===== config.mk =====
export PLATFORM = sky130hd
export DESIGN_NAME = lock_bus_response_checker_unit_flat
export DESIGN_NICKNAME = d
export VERILOG_FILES = /design/src/rtl/core/lbrc_pkg.sv /design/src/rtl/core/lbrc_chan_if.sv /design/src/rtl/core/lock_bus_response_checker_unit.sv /design/src/rtl/core/lbrc_verdict.sv /design/src/rtl/core/lbrc_tracker.sv /design/src/flat_wrapper.sv
export SDC_FILE = /design/constraint.sdc
export NUM_CORES = 1
export LEC_CHECK = 0
export BUFFER_PORTS_ARGS = -buffer_cell sky130_fd_sc_hd__buf_2
export CORE_ASPECT_RATIO = 0.5
export CORE_UTILIZATION = 45
export DETAILED_ROUTE_END_ITERATION = 7
export PLACE_DENSITY = 0.63
export SLEW_MARGIN = 20
export SYNTH_ARGS = -nofsm -noshare
export SYNTH_HDL_FRONTEND = slang
export SYNTH_HIERARCHICAL = 1
export SYNTH_SLANG_ARGS = --single-unit

===== constraint.sdc =====
create_clock -name clk -period 3.36 [get_ports clk]
set_input_delay 0.672 -clock clk [delete_from_list [all_inputs] [get_ports clk]]
set_output_delay 0.672 -clock clk [all_outputs]
set_load 0.005 [all_outputs]

===== src/rtl/core/lbrc_pkg.sv =====
// ----------------------------------------------------------------------------
// lbrc_pkg
// Types and constants shared by the lock bus reply checker.
// ----------------------------------------------------------------------------
package lbrc_pkg;

    // action codes
    localparam logic ACT_LOAD = 1'b0;
    localparam logic ACT_BYTE = 1'b1;

    // check kinds
    localparam logic [1:0] KIND_OPEN_LOCK = 2'd0;
    localparam logic [1:0] KIND_EEPROM    = 2'd1;
    localparam logic [1:0] KIND_OTHER     = 2'd2;

    // frame constants
    localparam logic [7:0] ERR_START0 = 8'h5D;
    localparam logic [7:0] ERR_START1 = 8'h89;
    localparam logic [7:0] SEQ_MASK   = 8'h07;
    localparam int         SEQ_W      = 3;
    localparam int         FROM_BOARD_BIT = 5;   // 0x20
    localparam int         EXTRA_ACK_BIT  = 4;   // 0x10

    localparam int         CNT_W    = 5;
    localparam int         LEN_W    = CNT_W + 1;
    localparam logic [CNT_W-1:0] CNT_MAX  = 5'd31;
    localparam logic [CNT_W-1:0] LONG_LEN = 5'd18;
    localparam logic [LEN_W-1:0] LEN_LONG = 6'd18;
    localparam logic [LEN_W-1:0] LEN_HALF = 6'd9;

    // byte positions within the reply
    localparam logic [CNT_W-1:0] POS_FIRST     = 5'd0;
    localparam logic [CNT_W-1:0] POS_ERR1      = 5'd1;
    localparam logic [CNT_W-1:0] POS_ADDR_LO   = 5'd2;
    localparam logic [CNT_W-1:0] POS_ADDR_HI   = 5'd3;
    localparam logic [CNT_W-1:0] POS_CONTROL   = 5'd4;
    localparam logic [CNT_W-1:0] POS_DATA1     = 5'd5;
    localparam logic [CNT_W-1:0] POS_VAL_HI    = 5'd6;
    localparam logic [CNT_W-1:0] POS_VAL_LO    = 5'd7;
    localparam logic [CNT_W-1:0] POS_CS1       = 5'd8;
    localparam logic [CNT_W-1:0] POS_HALF2     = 5'd9;
    localparam logic [CNT_W-1:0] POS_ADDR_LO2  = 5'd11;
    localparam logic [CNT_W-1:0] POS_CONTROL2  = 5'd13;
    localparam logic [CNT_W-1:0] POS_CS2       = 5'd17;

    // match flag bits
    localparam int MATCH_W     = 7;
    localparam int MF_ADDR_LO  = 0;
    localparam int MF_ADDR_HI  = 1;
    localparam int MF_DATA1    = 2;
    localparam int MF_ADDR_LO2 = 3;
    localparam int MF_CS1      = 4;
    localparam int MF_CS2      = 5;
    localparam int MF_SEQ1     = 6;

    typedef struct packed {
        logic       action;
        logic [1:0] check_kind;
        logic [7:0] cmd_addr_low;
        logic [7:0] cmd_addr_high;
        logic [7:0] cmd_control;
        logic [7:0] cmd_data_one;
        logic [7:0] rx_byte;
        logic       last_byte;
    } in_item_t;

    typedef struct packed {
        logic        reply_valid;
        logic        error_frame;
        logic        not_reply;
        logic        bad_length;
        logic        bad_control;
        logic        bad_checksum;
        logic        bad_sequence;
        logic        bad_address;
        logic [15:0] eeprom_value;
    } out_item_t;

    // command fields latched on load
    typedef struct packed {
        logic [1:0] kind;
        logic [7:0] addr_low;
        logic [7:0] addr_high;
        logic [7:0] control;
        logic [7:0] data_one;
    } expect_t;

    // reply facts gathered byte by byte
    typedef struct packed {
        logic               error_start;
        logic [7:0]         control;
        logic [MATCH_W-1:0] match;
        logic [SEQ_W-1:0]   second_seq;
        logic [15:0]        value_word;
    } reply_state_t;

endpackage


===== src/rtl/core/lbrc_chan_if.sv =====
// ----------------------------------------------------------------------------
// lbrc_chan_if
// Valid/ready channel carrying one payload per transfer.
// ----------------------------------------------------------------------------
interface lbrc_chan_if #(
    parameter type payload_t = logic
) ();

    logic     valid;
    logic     ready;
    payload_t payload;

    modport source (output valid, output payload, input ready);
    modport sink   (input valid, input payload, output ready);

endinterface


===== src/rtl/core/lock_bus_response_checker_unit.sv =====
// ----------------------------------------------------------------------------
// lock_bus_response_checker_unit
// Checks a lock board reply, byte by byte, against the command sent.
// ----------------------------------------------------------------------------
// Usage:
//   item   : valid/ready sink. A transfer with action = load latches the
//            command fields and restarts reply collection; a transfer with
//            action = byte feeds one reply byte, in order from byte 0.
//   result : valid/ready source. One transfer per reply byte marked
//            last_byte, carrying the check flags and the EEPROM value.
//   Path   : an item is held in the input register; its result is
//            registered in the result register, which drives
//            result.valid.
//   Throughput: one item per cycle, set by the single state update between
//            the input register and the result register, unless stalled.
//   Reset  : rst_n clears the reply state, the latched command (check kind
//            reads as other) and both valid flags; item.ready is high at once.
//   Stall  : while result is held, items that give no result still move on;
//            an item that would give a result waits in the input register,
//            and item.ready drops only then.
// ----------------------------------------------------------------------------
module lock_bus_response_checker_unit (
    input  logic               clk,
    input  logic               rst_n,
    lbrc_chan_if.sink          item,
    lbrc_chan_if.source        result
);

    lbrc_pkg::in_item_t  in_reg;
    logic                in_valid_reg;
    lbrc_pkg::out_item_t out_reg;
    logic                out_valid_reg;
    lbrc_pkg::out_item_t verdict;

    logic gives_result;
    logic out_free;
    logic go;

    // only a final reply byte produces a transfer on result
    assign gives_result = (in_reg.action == lbrc_pkg::ACT_BYTE) && in_reg.last_byte;
    assign out_free     = !out_valid_reg || result.ready;
    assign go           = in_valid_reg && (!gives_result || out_free);

    assign item.ready     = !in_valid_reg || go;
    assign result.valid   = out_valid_reg;
    assign result.payload = out_reg;

    lbrc_tracker u_tracker (
        .clk     (clk),
        .rst_n   (rst_n),
        .fire    (go),
        .item_in (in_reg),
        .verdict (verdict)
    );

    // input register
    always_ff @(posedge clk or negedge rst_n)
    begin
        if (!rst_n)
        begin
            in_valid_reg <= 1'b0;
        end
        else if (item.valid && item.ready)
        begin
            in_valid_reg <= 1'b1;
        end
        else if (go)
        begin
            in_valid_reg <= 1'b0;
        end
    end

    always_ff @(posedge clk)
    begin
        if (item.valid && item.ready)
        begin
            in_reg <= item.payload;
        end
    end

    // result register
    always_ff @(posedge clk or negedge rst_n)
    begin
        if (!rst_n)
        begin
            out_valid_reg <= 1'b0;
        end
        else if (go && gives_result)
        begin
            out_valid_reg <= 1'b1;
        end
        else if (result.ready)
        begin
            out_valid_reg <= 1'b0;
        end
    end

    always_ff @(posedge clk)
    begin
        if (go && gives_result)
        begin
            out_reg <= verdict;
        end
    end

endmodule


===== src/rtl/core/lbrc_verdict.sv =====
// ----------------------------------------------------------------------------
// lbrc_verdict
// Combines the gathered reply facts into the result flags.
// ----------------------------------------------------------------------------
module lbrc_verdict (
    input  lbrc_pkg::expect_t      expect_fields,
    input  lbrc_pkg::reply_state_t reply,
    input  logic [lbrc_pkg::LEN_W-1:0] len,
    output lbrc_pkg::out_item_t    verdict
);

    logic ack;
    logic len_ok;
    logic is_rep;
    logic ctl_ok;
    logic cs_ok;
    logic seq_ok;
    logic addr_ok;
    logic valid;
    logic [lbrc_pkg::SEQ_W-1:0] exp_seq;

    always_comb
    begin
        exp_seq = expect_fields.control[lbrc_pkg::SEQ_W-1:0];
        ack     = reply.control[lbrc_pkg::EXTRA_ACK_BIT];
        len_ok  = ack ? (len == lbrc_pkg::LEN_LONG) : (len == lbrc_pkg::LEN_HALF);
        is_rep  = reply.control[lbrc_pkg::FROM_BOARD_BIT];
        ctl_ok  = |(reply.control & expect_fields.control);
        cs_ok   = reply.match[lbrc_pkg::MF_CS1]
                  && (!ack || reply.match[lbrc_pkg::MF_CS2]);
        seq_ok  = reply.match[lbrc_pkg::MF_SEQ1]
                  && (!ack || (reply.second_seq == exp_seq));

        case (expect_fields.kind)
            lbrc_pkg::KIND_OPEN_LOCK:
            begin
                addr_ok = reply.match[lbrc_pkg::MF_ADDR_LO]
                          && reply.match[lbrc_pkg::MF_ADDR_HI]
                          && (!ack || reply.match[lbrc_pkg::MF_ADDR_LO2]);
            end
            lbrc_pkg::KIND_EEPROM:
            begin
                addr_ok = reply.match[lbrc_pkg::MF_ADDR_LO]
                          && reply.match[lbrc_pkg::MF_ADDR_HI]
                          && reply.match[lbrc_pkg::MF_DATA1];
            end
            default:
            begin
                addr_ok = 1'b1;
            end
        endcase

        valid = is_rep && len_ok && ctl_ok && cs_ok && seq_ok && addr_ok;

        verdict = '0;
        if (reply.error_start)
        begin
            verdict.error_frame = 1'b1;
        end
        else
        begin
            verdict.reply_valid  = valid;
            verdict.not_reply    = !is_rep;
            verdict.bad_length   = !len_ok;
            verdict.bad_control  = !ctl_ok;
            verdict.bad_checksum = len_ok && !cs_ok;
            verdict.bad_sequence = len_ok && !seq_ok;
            verdict.bad_address  = !addr_ok;
            verdict.eeprom_value = (valid && (expect_fields.kind == lbrc_pkg::KIND_EEPROM))
                                   ? reply.value_word : 16'd0;
        end
    end

endmodule


===== src/rtl/core/lbrc_tracker.sv =====
// ----------------------------------------------------------------------------
// lbrc_tracker
// Holds the latched command and the running reply state; folds in one item
// per cycle while fire is high and presents the verdict for a final byte.
// ----------------------------------------------------------------------------
module lbrc_tracker (
    input  logic                 clk,
    input  logic                 rst_n,
    input  logic                 fire,
    input  lbrc_pkg::in_item_t   item_in,
    output lbrc_pkg::out_item_t  verdict
);

    lbrc_pkg::expect_t      expect_reg;
    lbrc_pkg::reply_state_t reply_reg;
    lbrc_pkg::reply_state_t reply_next;
    logic [lbrc_pkg::CNT_W-1:0] cnt_reg;
    logic [lbrc_pkg::CNT_W-1:0] cnt_next;
    logic [7:0]             first_reg;
    logic [7:0]             first_next;
    logic [7:0]             half_sum_reg;
    logic [7:0]             half_sum_next;
    logic [lbrc_pkg::LEN_W-1:0] len;
    logic [7:0]             b;
    logic                   load;
    logic                   take;

    assign b    = item_in.rx_byte;
    assign load = fire && (item_in.action == lbrc_pkg::ACT_LOAD);
    assign take = fire && (item_in.action == lbrc_pkg::ACT_BYTE);
    assign len  = {1'b0, cnt_reg} + lbrc_pkg::LEN_W'(1);

    // fold the current byte into the reply state
    always_comb
    begin
        reply_next    = reply_reg;
        first_next    = first_reg;
        half_sum_next = half_sum_reg;
        cnt_next      = (cnt_reg == lbrc_pkg::CNT_MAX) ? cnt_reg
                        : cnt_reg + lbrc_pkg::CNT_W'(1);

        if (cnt_reg < lbrc_pkg::LONG_LEN)
        begin
            case (cnt_reg)
                lbrc_pkg::POS_FIRST:
                begin
                    first_next = b;
                end
                lbrc_pkg::POS_ERR1:
                begin
                    reply_next.error_start = (first_reg == lbrc_pkg::ERR_START0)
                                             && (b == lbrc_pkg::ERR_START1);
                end
                lbrc_pkg::POS_ADDR_LO:
                begin
                    if (b == expect_reg.addr_low)
                    begin
                        reply_next.match[lbrc_pkg::MF_ADDR_LO] = 1'b1;
                    end
                end
                lbrc_pkg::POS_ADDR_HI:
                begin
                    if (b == expect_reg.addr_high)
                    begin
                        reply_next.match[lbrc_pkg::MF_ADDR_HI] = 1'b1;
                    end
                end
                lbrc_pkg::POS_CONTROL:
                begin
                    reply_next.control = b;
                    if ((b & lbrc_pkg::SEQ_MASK) == (expect_reg.control & lbrc_pkg::SEQ_MASK))
                    begin
                        reply_next.match[lbrc_pkg::MF_SEQ1] = 1'b1;
                    end
                end
                lbrc_pkg::POS_DATA1:
                begin
                    if (b == expect_reg.data_one)
                    begin
                        reply_next.match[lbrc_pkg::MF_DATA1] = 1'b1;
                    end
                end
                lbrc_pkg::POS_VAL_HI:
                begin
                    reply_next.value_word[15:8] = b;
                end
                lbrc_pkg::POS_VAL_LO:
                begin
                    reply_next.value_word[7:0] = b;
                end
                lbrc_pkg::POS_ADDR_LO2:
                begin
                    if (b == expect_reg.addr_low)
                    begin
                        reply_next.match[lbrc_pkg::MF_ADDR_LO2] = 1'b1;
                    end
                end
                lbrc_pkg::POS_CONTROL2:
                begin
                    reply_next.second_seq = b[lbrc_pkg::SEQ_W-1:0];
                end
                default:
                begin
                end
            endcase

            // per-half checksum: clear at half start, compare at bytes 8 and 17
            if ((cnt_reg == lbrc_pkg::POS_FIRST) || (cnt_reg == lbrc_pkg::POS_HALF2))
            begin
                half_sum_next = 8'd0;
            end
            else if ((cnt_reg == lbrc_pkg::POS_CS1) || (cnt_reg == lbrc_pkg::POS_CS2))
            begin
                if (b == half_sum_reg)
                begin
                    if (cnt_reg == lbrc_pkg::POS_CS1)
                    begin
                        reply_next.match[lbrc_pkg::MF_CS1] = 1'b1;
                    end
                    else
                    begin
                        reply_next.match[lbrc_pkg::MF_CS2] = 1'b1;
                    end
                end
            end
            else
            begin
                half_sum_next = half_sum_reg + b;
            end
        end
    end

    lbrc_verdict u_verdict (
        .expect_fields (expect_reg),
        .reply         (reply_next),
        .len           (len),
        .verdict       (verdict)
    );

    always_ff @(posedge clk or negedge rst_n)
    begin
        if (!rst_n)
        begin
            expect_reg      <= '0;
            expect_reg.kind <= lbrc_pkg::KIND_OTHER;
            reply_reg       <= '0;
            cnt_reg         <= '0;
            first_reg       <= '0;
            half_sum_reg    <= '0;
        end
        else if (load || (take && item_in.last_byte))
        begin
            if (load)
            begin
                expect_reg.kind      <= item_in.check_kind;
                expect_reg.addr_low  <= item_in.cmd_addr_low;
                expect_reg.addr_high <= item_in.cmd_addr_high;
                expect_reg.control   <= item_in.cmd_control;
                expect_reg.data_one  <= item_in.cmd_data_one;
            end
            reply_reg    <= '0;
            cnt_reg      <= '0;
            first_reg    <= '0;
            half_sum_reg <= '0;
        end
        else if (take)
        begin
            reply_reg    <= reply_next;
            cnt_reg      <= cnt_next;
            first_reg    <= first_next;
            half_sum_reg <= half_sum_next;
        end
    end

endmodule


===== src/flat_wrapper.sv =====
// flat-port wrapper written by rule: the top's interface ports become plain ports
module lock_bus_response_checker_unit_flat import lbrc_pkg::*;
  (clk, rst_n, item_valid, item_payload, item_ready, result_valid, result_payload, result_ready);
  lbrc_chan_if #(.payload_t(in_item_t)) item_i ();
  lbrc_chan_if #(.payload_t(out_item_t)) result_i ();
  input  logic clk;
  input  logic rst_n;
  input wire logic [$bits(item_i.valid)-1:0] item_valid;
  input wire logic [$bits(item_i.payload)-1:0] item_payload;
  output wire logic [$bits(item_i.ready)-1:0] item_ready;
  output wire logic [$bits(result_i.valid)-1:0] result_valid;
  output wire logic [$bits(result_i.payload)-1:0] result_payload;
  input wire logic [$bits(result_i.ready)-1:0] result_ready;
  assign item_i.valid = item_valid;
  assign item_i.payload = item_payload;
  assign item_ready = item_i.ready;
  assign result_valid = result_i.valid;
  assign result_payload = result_i.payload;
  assign result_i.ready = result_ready;
  lock_bus_response_checker_unit u_core (.clk(clk), .rst_n(rst_n), .item(item_i), .result(result_i));
endmodule

==> summary.json, run 1 <==
{
  "gr-usage-all-layers": 0.1973,
  "post_synthesis_register_bit_count": 160,
  "final_nets": 687,
  "worst_setup_hold_path_clk_slew_ns": 0.07,
  "p_leak_uw": 0.003699,
  "cts_resized": 0,
  "setup-violations-final": 0,
  "fin_skew_ns": 0.009355,
  "cp_max_fo": 17,
  "hold_violation_count_in_the_final_report": 0,
  "synth_nets": 608,
  "cts-root-to-sink-buffers": 2,
  "floorplan.die_area_um2": 17070,
  "global_route.overflow_total": 0,
  "yosysSeqAreaShare": 0.5844,
  "worst_slew_margin_relative_to_its_limit": 0.5810,
  "cts-hold-fix-buffers": 0,
  "postCtsSetupRepairBufs": 0,
  "cts-htree-levels": 4,
  "num_rows": 32,
  "syn_inst": 547,
  "post-dp-hpwl_um": 10110,
  "number_of_cts_inserted_buffers": 17,
  "unrepaired_setup_endpoints_after_global_routing": "no",
  "placed_cell_area_um2": 8095,
  "synthesis.area_um2": 7436,
  "design_internal_power_uw": 3532,
  "total_power_uw": 4679,
  "grt_max_degree": 61,
  "dr.pass1.iters": 5,
  "floorplan_die_height_um": 92.90,
  "pwr-share-comb": 0.097,
  "hold_class": "input port to async pin",
  "r2r_cells": 9,
  "detailedRoute.firstIterationViolations": 397,
  "status": "finished clean",
  "remaining_routing_drc_violations": 0,
  "async_flop_share": 0.5750,
  "cap_violations": 0,
  "fillerInstances": 1354,
  "part_of_the_total_power_dissipated_in_the_clock_network": 0.415,
  "ys.warnings.count": 6,
  "timing.critical_path.arrival_ns": 3.16,
  "die_x_extent_um": 183.8,
  "routability_congestion_estimate": 0.8488,
  "max_slew.worst_pin.slew_ns": 0.6285,
  "floorplan.initialDensity": 0.4714,
  "timing.rr.start": "u_core/u_tracker/cnt_reg[0]$_DFFE_PN0P_",
  "utilization": 0.5508,
  "timing.final.crit_period_ns": 2.988,
  "max_freq_mhz": 334.7,
  "area.growth.synth_to_final_pct": 16.84,
  "grt_pass1_vias": 4465,
  "worst_setup_path_start_kind": "register",
  "top_level_ports": 74,
  "area_taken_by_multi_input_logic_gates_um2": 2909,
  "antenna_violations_before_repair": 0,
  "totalWireLength_um": 15400,
  "r2r_slack_ns": 0.37,
  "vdd.ir_drop.worst_uv": 338.7,
  "timing.setup.tns_ns": 0,
  "layout-drive-gt1-share": 0.3693,
  "ff_latch_area_um2": 4345,
  "final-max-slew-violation-count": 0,
  "buffer_ports.inserted": 73,
  "drt-wirelength-per-cell_um": 17.91,
  "dominantRegCellSynth": "sky130_fd_sc_hd__dfrtp_1",
  "num_vias": 4568,
  "syn_avg_cell_area_um2": 13.59,
  "powerDensity_nw_per_um2": 538.5,
  "core_area_um2": 15780,
  "route.detailed.vias_per_inst": 5.312,
  "worst_r2r_endpoint": "u_core/result.payload[0]$_DFFE_PP_",
  "clock_sink_count": 160,
  "antenna_violating_nets_post_route": 0,
  "final.period_utilization": 0.8892,
  "yosysUniqueCellTypes": 68,
  "cts_tree": "yes",
  "clock_latency_ns": 0.42,
  "commonest_non_fill_non_tap_cell_in_the_layout": "sky130_fd_sc_hd__dfrtp_1",
  "power.share.sequential": 0.487,
  "synth-edff-count": 68,
  "global_route_wire_length_before_repair_um": 25030,
  "power.switching_fraction": 0.2452,
  "cp_data_required_time_ns": 3.53,
  "insertedDiodeCount": 0,
  "endpoint_kind": "register",
  "criticalPathCategory": "register to register",
  "final_cell_mix": "sky130_fd_sc_hd__dfrtp_1 (91), sky130_fd_sc_hd__buf_2 (72), sky130_fd_sc_hd__edfxtp_1 (68)",
  "cts_root_buf": "sky130_fd_sc_hd__clkbuf_16",
  "largest_reg_flops": 44,
  "final_area_um2": 8688,
  "netSwitchingPower_uw": 1147
}
==> metal layers <==
layer	share of wire	track usage	up-vias	wire length [µm]
met3	0.053	0.04522	11	823
met2	0.43	0.2813	123	6583
li1	-	-	2176	-
met5	0	0	-	0
met4	0.0066	0.06042	0	102
met1	0.51	0.2956	2258	7894
==> metrics by stage <==
| stage | cells | setup slack [ns] | hold slack, ns |
|---|---|---|---|
| floorplan | 547 | 0.6549 | 0.3764 |
| global placement | 828 | 0.5168 | 0.4568 |
| detailed placement | 828 | 0.4140 | 0.4633 |
| CTS | 860 | 0.4096 | 0.2022 |
| global route | 860 | 0.2569 | 0.2220 |
| finish | 860 | 0.3724 | 0.2043 |
==> Yosys cell counts, drive strengths merged, types with 2 or more instances <==
cell / count / area (µm²)
ha: 12 / 150.1
nand2b: 9 / 71.32
a21boi: 5 / 37.54
xor2: 16 / 140.1
a31oi: 2 / 12.51
and2b: 2 / 15.01
nor4b: 3 / 32.53
a22oi: 3 / 22.52
o21bai: 2 / 15.01
o22ai: 2 / 12.51
nor4: 6 / 52.55
nor2b: 37 / 231.5
edfxtp: 68 / 2042
nand3: 9 / 50.05
mux2i: 10 / 100.1
mux2: 61 / 686.9
o21ai: 4 / 20.02
clkbuf: 12 / 45.04
inv: 7 / 26.28
nand4: 3 / 18.77
a22o: 12 / 105.1
a21oi: 7 / 35.03
nand2: 9 / 36.29
and4b: 2 / 23.77
and2: 5 / 31.28
nor2: 22 / 82.58
a21o: 2 / 15.01
and3: 20 / 125.1
buf: 22 / 133.9
a41o: 4 / 40.04
nor3: 2 / 10.01
dfrtp: 91 / 2277
o31ai: 2 / 28.78
nor3b: 2 / 15.01
xnor2: 22 / 207.7
a31o: 29 / 254.0
==> worst max path at each step <==
| stage | start | end | slack (ns) | cells after the start |
|---|---|---|---|---|
| after global placement | u_core/u_tracker/cnt_reg[0]$_DFFE_PN0P_ | u_core/result.payload[23]$_DFFE_PP_ | 0.52 | 9 |
| after CTS | u_core/u_tracker/cnt_reg[0]$_DFFE_PN0P_ | u_core/result.payload[5]$_DFFE_PP_ | 0.41 | 9 |
| after global routing | u_core/u_tracker/cnt_reg[0]$_DFFE_PN0P_ | u_core/result.payload[1]$_DFFE_PP_ | 0.26 | 9 |
| after detailed placement | u_core/u_tracker/cnt_reg[0]$_DFFE_PN0P_ | u_core/result.payload[5]$_DFFE_PP_ | 0.41 | 9 |
| final | u_core/u_tracker/cnt_reg[0]$_DFFE_PN0P_ | u_core/result.payload[0]$_DFFE_PP_ | 0.37 | 9 |
| after floorplan | u_core/u_tracker/cnt_reg[4]$_DFFE_PN0P_ | u_core/result.payload[10]$_DFFE_PP_ | 0.65 | 10 |
==> final cells by class <==
type | count | share of cell area
clock buffers | 18 | 0.05055
clock inverters | 14 | 0.01771
inverters | 7 | 0.003024
multi-input cells | 346 | 0.3348
flip-flops and latches | 160 | 0.5001
well taps | 221 | 0.03183
repair buffers | 94 | 0.06192
==> critical path: stages (launching register included) <==
cell and delay (ns):
sky130_fd_sc_hd__dfrtp_1 0.44, sky130_fd_sc_hd__inv_1 0.19, sky130_fd_sc_hd__ha_1 0.25, sky130_fd_sc_hd__and2_1 0.43, sky130_fd_sc_hd__mux2_2 0.41, sky130_fd_sc_hd__a22o_1 0.25, sky130_fd_sc_hd__a221oi_2 0.24, sky130_fd_sc_hd__a311oi_2 0.14
sky130_fd_sc_hd__buf_4 0.21, sky130_fd_sc_hd__and3_1 0.18
==> logic make-up (layout without fill, tap and decap cells) <==
group / Yosys count / count (layout) / synth area share
adder cells (fa/ha/maj): 13 / 13 / 0.02288
XOR/XNOR: 38 / 38 / 0.04678
flip-flops: 160 / 160 / 0.5844
buffers and inverters: 41 / 133 / 0.02760
AO/OA/AOI/OAI: 85 / 85 / 0.09591
multiplexers: 71 / 71 / 0.1058
AND/OR/NAND/NOR: 139 / 139 / 0.1166
==> power by group through the flow <==
stage                     clock (µW)  combinational, µW  sequential, µW
after global routing            2080                505            2300
after floorplan                    0                315            2290
final                           1940                455            2280
after detailed placement           0                459            2320
after global placement             0                451            2320
after CTS                       2000                461            2280
Power figures use the tool's default switching activity.
==> run 2: changes to the inputs <==
==> constraint.sdc (replaced) <==
create_clock -name clk -period 3.7 [get_ports clk]
set_input_delay 0.74 -clock clk [delete_from_list [all_inputs] [get_ports clk]]
set_output_delay 0.74 -clock clk [all_outputs]
set_load 0.005 [all_outputs]
==> run 2 against run 1 <==
  * Sequential cell count stayed put
  * Highest routed layer unchanged
  * Clock skew is 0.0020 ns lower
  * Core utilization about the same
  * Sequential share of layout area about the same
  * Cell count is 0.12% lower
==> summary.json, run 2 (synthesized netlist as in run 1, its figures left out) <==
{
  "status": "finished clean",
  "placed_cell_area": {"value": 8075, "unit": "µm²", "change": "-0.25%"},
  "cts_root_buf": "sky130_fd_sc_hd__clkbuf_16",
  "floorplan.initialDensity": {"value": 0.4714, "change": "unchanged"},
  "total_power": {"value": 4335, "unit": "µW", "change": "-7.3%"},
  "cp_data_required_time": {"value": 3.88, "unit": "ns", "change": "+0.35 ns"},
  "timing.critical_path.cells": "nor3b_1, and2_1, mux2_2, a22o_1, a221oi_2, a311oi_2, buf_4, and3_1",
  "criticalPathCategory": "register to register",
  "clock_latency": {"value": 0.42, "unit": "ns", "change": "about the same"},
  "timing.setup.tns": {"value": 0, "unit": "ns", "change": "unchanged"},
  "core_area": {"value": 15780, "unit": "µm²", "change": "unchanged"},
  "grt_max_degree": {"value": 67, "change": "+9.8%"},
  "r2r_slack": {"value": 0.55, "unit": "ns", "change": "+0.18 ns"},
  "global_route.overflow_total": {"value": 0, "change": "unchanged"},
  "insertedDiodeCount": {"value": 0, "change": "unchanged"},
  "worst_r2r_endpoint": "u_core/result.payload[14]$_DFFE_PP_",
  "buffer_ports.inserted": {"value": 73, "change": "unchanged"},
  "global_route_wire_length_before_repair": {"value": 24920, "unit": "µm", "change": "-0.47%"},
  "worst_setup_hold_path_clk_slew": {"value": 0.07, "unit": "ns", "change": "about the same"},
  "final-max-slew-violation-count": {"value": 0, "change": "unchanged"},
  "final_area": {"value": 8695, "unit": "µm²", "change": "about the same"},
  "cp_num_buf_inv": {"value": 1, "change": "-1"},
  "timing.final.crit_period": {"value": 3.146, "unit": "ns", "change": "+0.1587 ns"},
  "largest_reg_flops": {"value": 44, "change": "unchanged"},
  "detailedRoute.firstIterationViolations": {"value": 348, "change": "-12%"},
  "commonest_non_fill_non_tap_cell_in_the_layout": "sky130_fd_sc_hd__dfrtp_1",
  "drt-wirelength-per-cell": {"value": 18.14, "unit": "µm", "change": "+1.3%"},
  "timing.rr.start": "u_core/u_tracker/cnt_reg[4]$_DFFE_PN0P_",
  "num_rows": {"value": 32, "change": "unchanged"},
  "grt_pass1_vias": {"value": 4556, "change": "+2.0%"},
  "p_leak": {"value": 0.003703, "unit": "µW", "change": "+0.10%"},
  "dr.pass1.iters": {"value": 4, "change": "-1"},
  "max_freq": {"value": 317.8, "unit": "MHz", "change": "-5.0%"},
  "area.growth.synth_to_final": {"value": 16.93, "unit": "%", "change": "about the same"},
  "cts-hold-fix-buffers": {"value": 0, "change": "unchanged"},
  "clock_sink_count": {"value": 160, "change": "unchanged"},
  "unrepaired_setup_endpoints_after_global_routing": "no",
  "cap_violations": {"value": 0, "change": "unchanged"},
  "antenna_violations_before_repair": {"value": 0, "change": "unchanged"},
  "postCtsSetupRepairBufs": {"value": 0, "change": "unchanged"},
  "worst_setup_path_start_kind": "register",
  "gr-usage-all-layers": {"value": 0.1977, "change": "+0.0003869"},
  "critPathMaxStageDelay": {"value": 0.51, "unit": "ns", "change": "+0.07 ns"},
  "post-dp-hpwl": {"value": 10260, "unit": "µm", "change": "+1.5%"},
  "powerDensity": {"value": 498.6, "unit": "nW/µm²", "change": "-7.4%"},
  "worst_slew_margin_relative_to_its_limit": {"value": 0.4316, "change": "-0.1493"},
  "cts_resized": {"value": 0, "change": "unchanged"},
  "endpoint_kind": "register",
  "setup-violations-final": {"value": 0, "change": "unchanged"},
  "critPathLaunch": "u_core/u_tracker/cnt_reg[4]$_DFFE_PN0P_",
  "routability_congestion_estimate": {"value": 0.9322, "change": "+9.8%"},
  "die_x_extent": {"value": 183.8, "unit": "µm", "change": "unchanged"},
  "hold_violation_count_in_the_final_report": {"value": 0, "change": "unchanged"},
  "layout-drive-gt1-share": {"value": 0.3699, "change": "+0.0005789"},
  "critPathTopFamily": "simple AND/OR/NAND/NOR gates",
  "floorplan_die_height": {"value": 92.90, "unit": "µm", "change": "unchanged"},
  "number_of_cts_inserted_buffers": {"value": 17, "change": "unchanged"},
  "timing.critical_path.arrival": {"value": 3.32, "unit": "ns", "change": "+0.16 ns"},
  "route.detailed.vias_per_inst": {"value": 5.251, "change": "-1.1%"},
  "final_nets": {"value": 686, "change": "-0.15%"},
  "cts_tree": "yes",
  "vdd.ir_drop.worst": {"value": 291.0, "unit": "µV", "change": "-14%"},
  "totalWireLength": {"value": 15580, "unit": "µm", "change": "+1.2%"},
  "crit_slowest_cell": "sky130_fd_sc_hd__dfrtp_1",
  "cts-root-to-sink-buffers": {"value": 2, "change": "unchanged"},
  "max_slew.worst_pin.slew": {"value": 0.8525, "unit": "ns", "change": "+0.2240 ns"},
  "cts-htree-levels": {"value": 4, "change": "unchanged"},
  "floorplan.die_area": {"value": 17070, "unit": "µm²", "change": "unchanged"},
  "top_level_ports": {"value": 74, "change": "unchanged"},
  "final_cell_mix": "sky130_fd_sc_hd__dfrtp_1 (91), sky130_fd_sc_hd__buf_2 (72), sky130_fd_sc_hd__edfxtp_1 (68)",
  "cp_max_fo": {"value": 17, "change": "unchanged"},
  "remaining_routing_drc_violations": {"value": 0, "change": "unchanged"},
  "antenna_violating_nets_post_route": {"value": 0, "change": "unchanged"},
  "fin_skew": {"value": 0.007360, "unit": "ns", "change": "-0.001995 ns"},
  "hold_class": "input port to async pin",
  "num_vias": {"value": 4511, "change": "-1.2%"},
  "final.period_utilization": {"value": 0.8503, "change": "-0.03881"},
  "r2r_cells": {"value": 8, "change": "-1"}
}
-- run 2: changes by cell type in the layout (fill, tap and decap cells not counted), sizes merged --
cell,delta
inv,+3
clkinv,-2
buf,-1
bufinv,+1
clkbuf,-1
clkinvlp,-1
-- run 2: per-layer routing --
layer | up-vias | GRT usage | share of wire
met5 | - | 0 | 0
li1 | 2173 | - | -
met4 | 0 | 0.06736 | 0.0056
met1 | 2210 | 0.2765 | 0.48
met2 | 122 | 0.2898 | 0.43
met3 | 6 | 0.06174 | 0.082
-- run 2: layout make-up --
class,count,area [µm²]
tap,221,276.5
clock inverter,15,193.9
fill,1326,7081
inverter,7,26.28
multi-input combinational,346,2909
timing repair buffer,93,518.0
sequential,160,4345
clock buffer,17,425.4
-- run 2: worst max-delay path by stage --
stage,endpoint,slack (ns),cells past startpoint
2_1_floorplan,u_core/result.payload[10]$_DFFE_PP_,0.99,10
3_3_place_gp,u_core/result.payload[23]$_DFFE_PP_,0.70,8
3_5_place_dp,u_core/result.payload[14]$_DFFE_PP_,0.57,8
4_1_cts,u_core/result.payload[0]$_DFFE_PP_,0.56,8
5_1_grt,u_core/result.payload[2]$_DFFE_PP_,0.40,8
6_report,u_core/result.payload[14]$_DFFE_PP_,0.55,8
-- run 2: through the flow --
| stage | hold WS [ns] | instances | setup WS (ns) | utilization |
|---|---|---|---|---|
| final | 0.3967 | 859 | 0.5537 | 0.5512 |
| after global routing | 0.4559 | 859 | 0.4018 | 0.5512 |
| after CTS | 0.4536 | 859 | 0.5625 | 0.5512 |
| after detailed placement | 0.4614 | 827 | 0.5713 | 0.5119 |
| after global placement | 0.4585 | 827 | 0.6997 | 0.5119 |
| after floorplan | 0.4444 | 547 | 0.9949 | - |
-- run 2: worst reg2reg max path: cells and delay by family (launching register included) --
family	cells	cell delay, ns
muxes	1	0.40
DFF	1	0.51
buffers and inverters	1	0.21
AOI/OAI and AO/OA	3	0.64
and+or+nand+nor	3	1.14
-- run 2: where the power goes --
group          total, µW  internal, µW  switching [µW]
registers           2070          1980            87.5
clock network       1850          1080             767
logic                414           199             215
total               4340          3270            1070
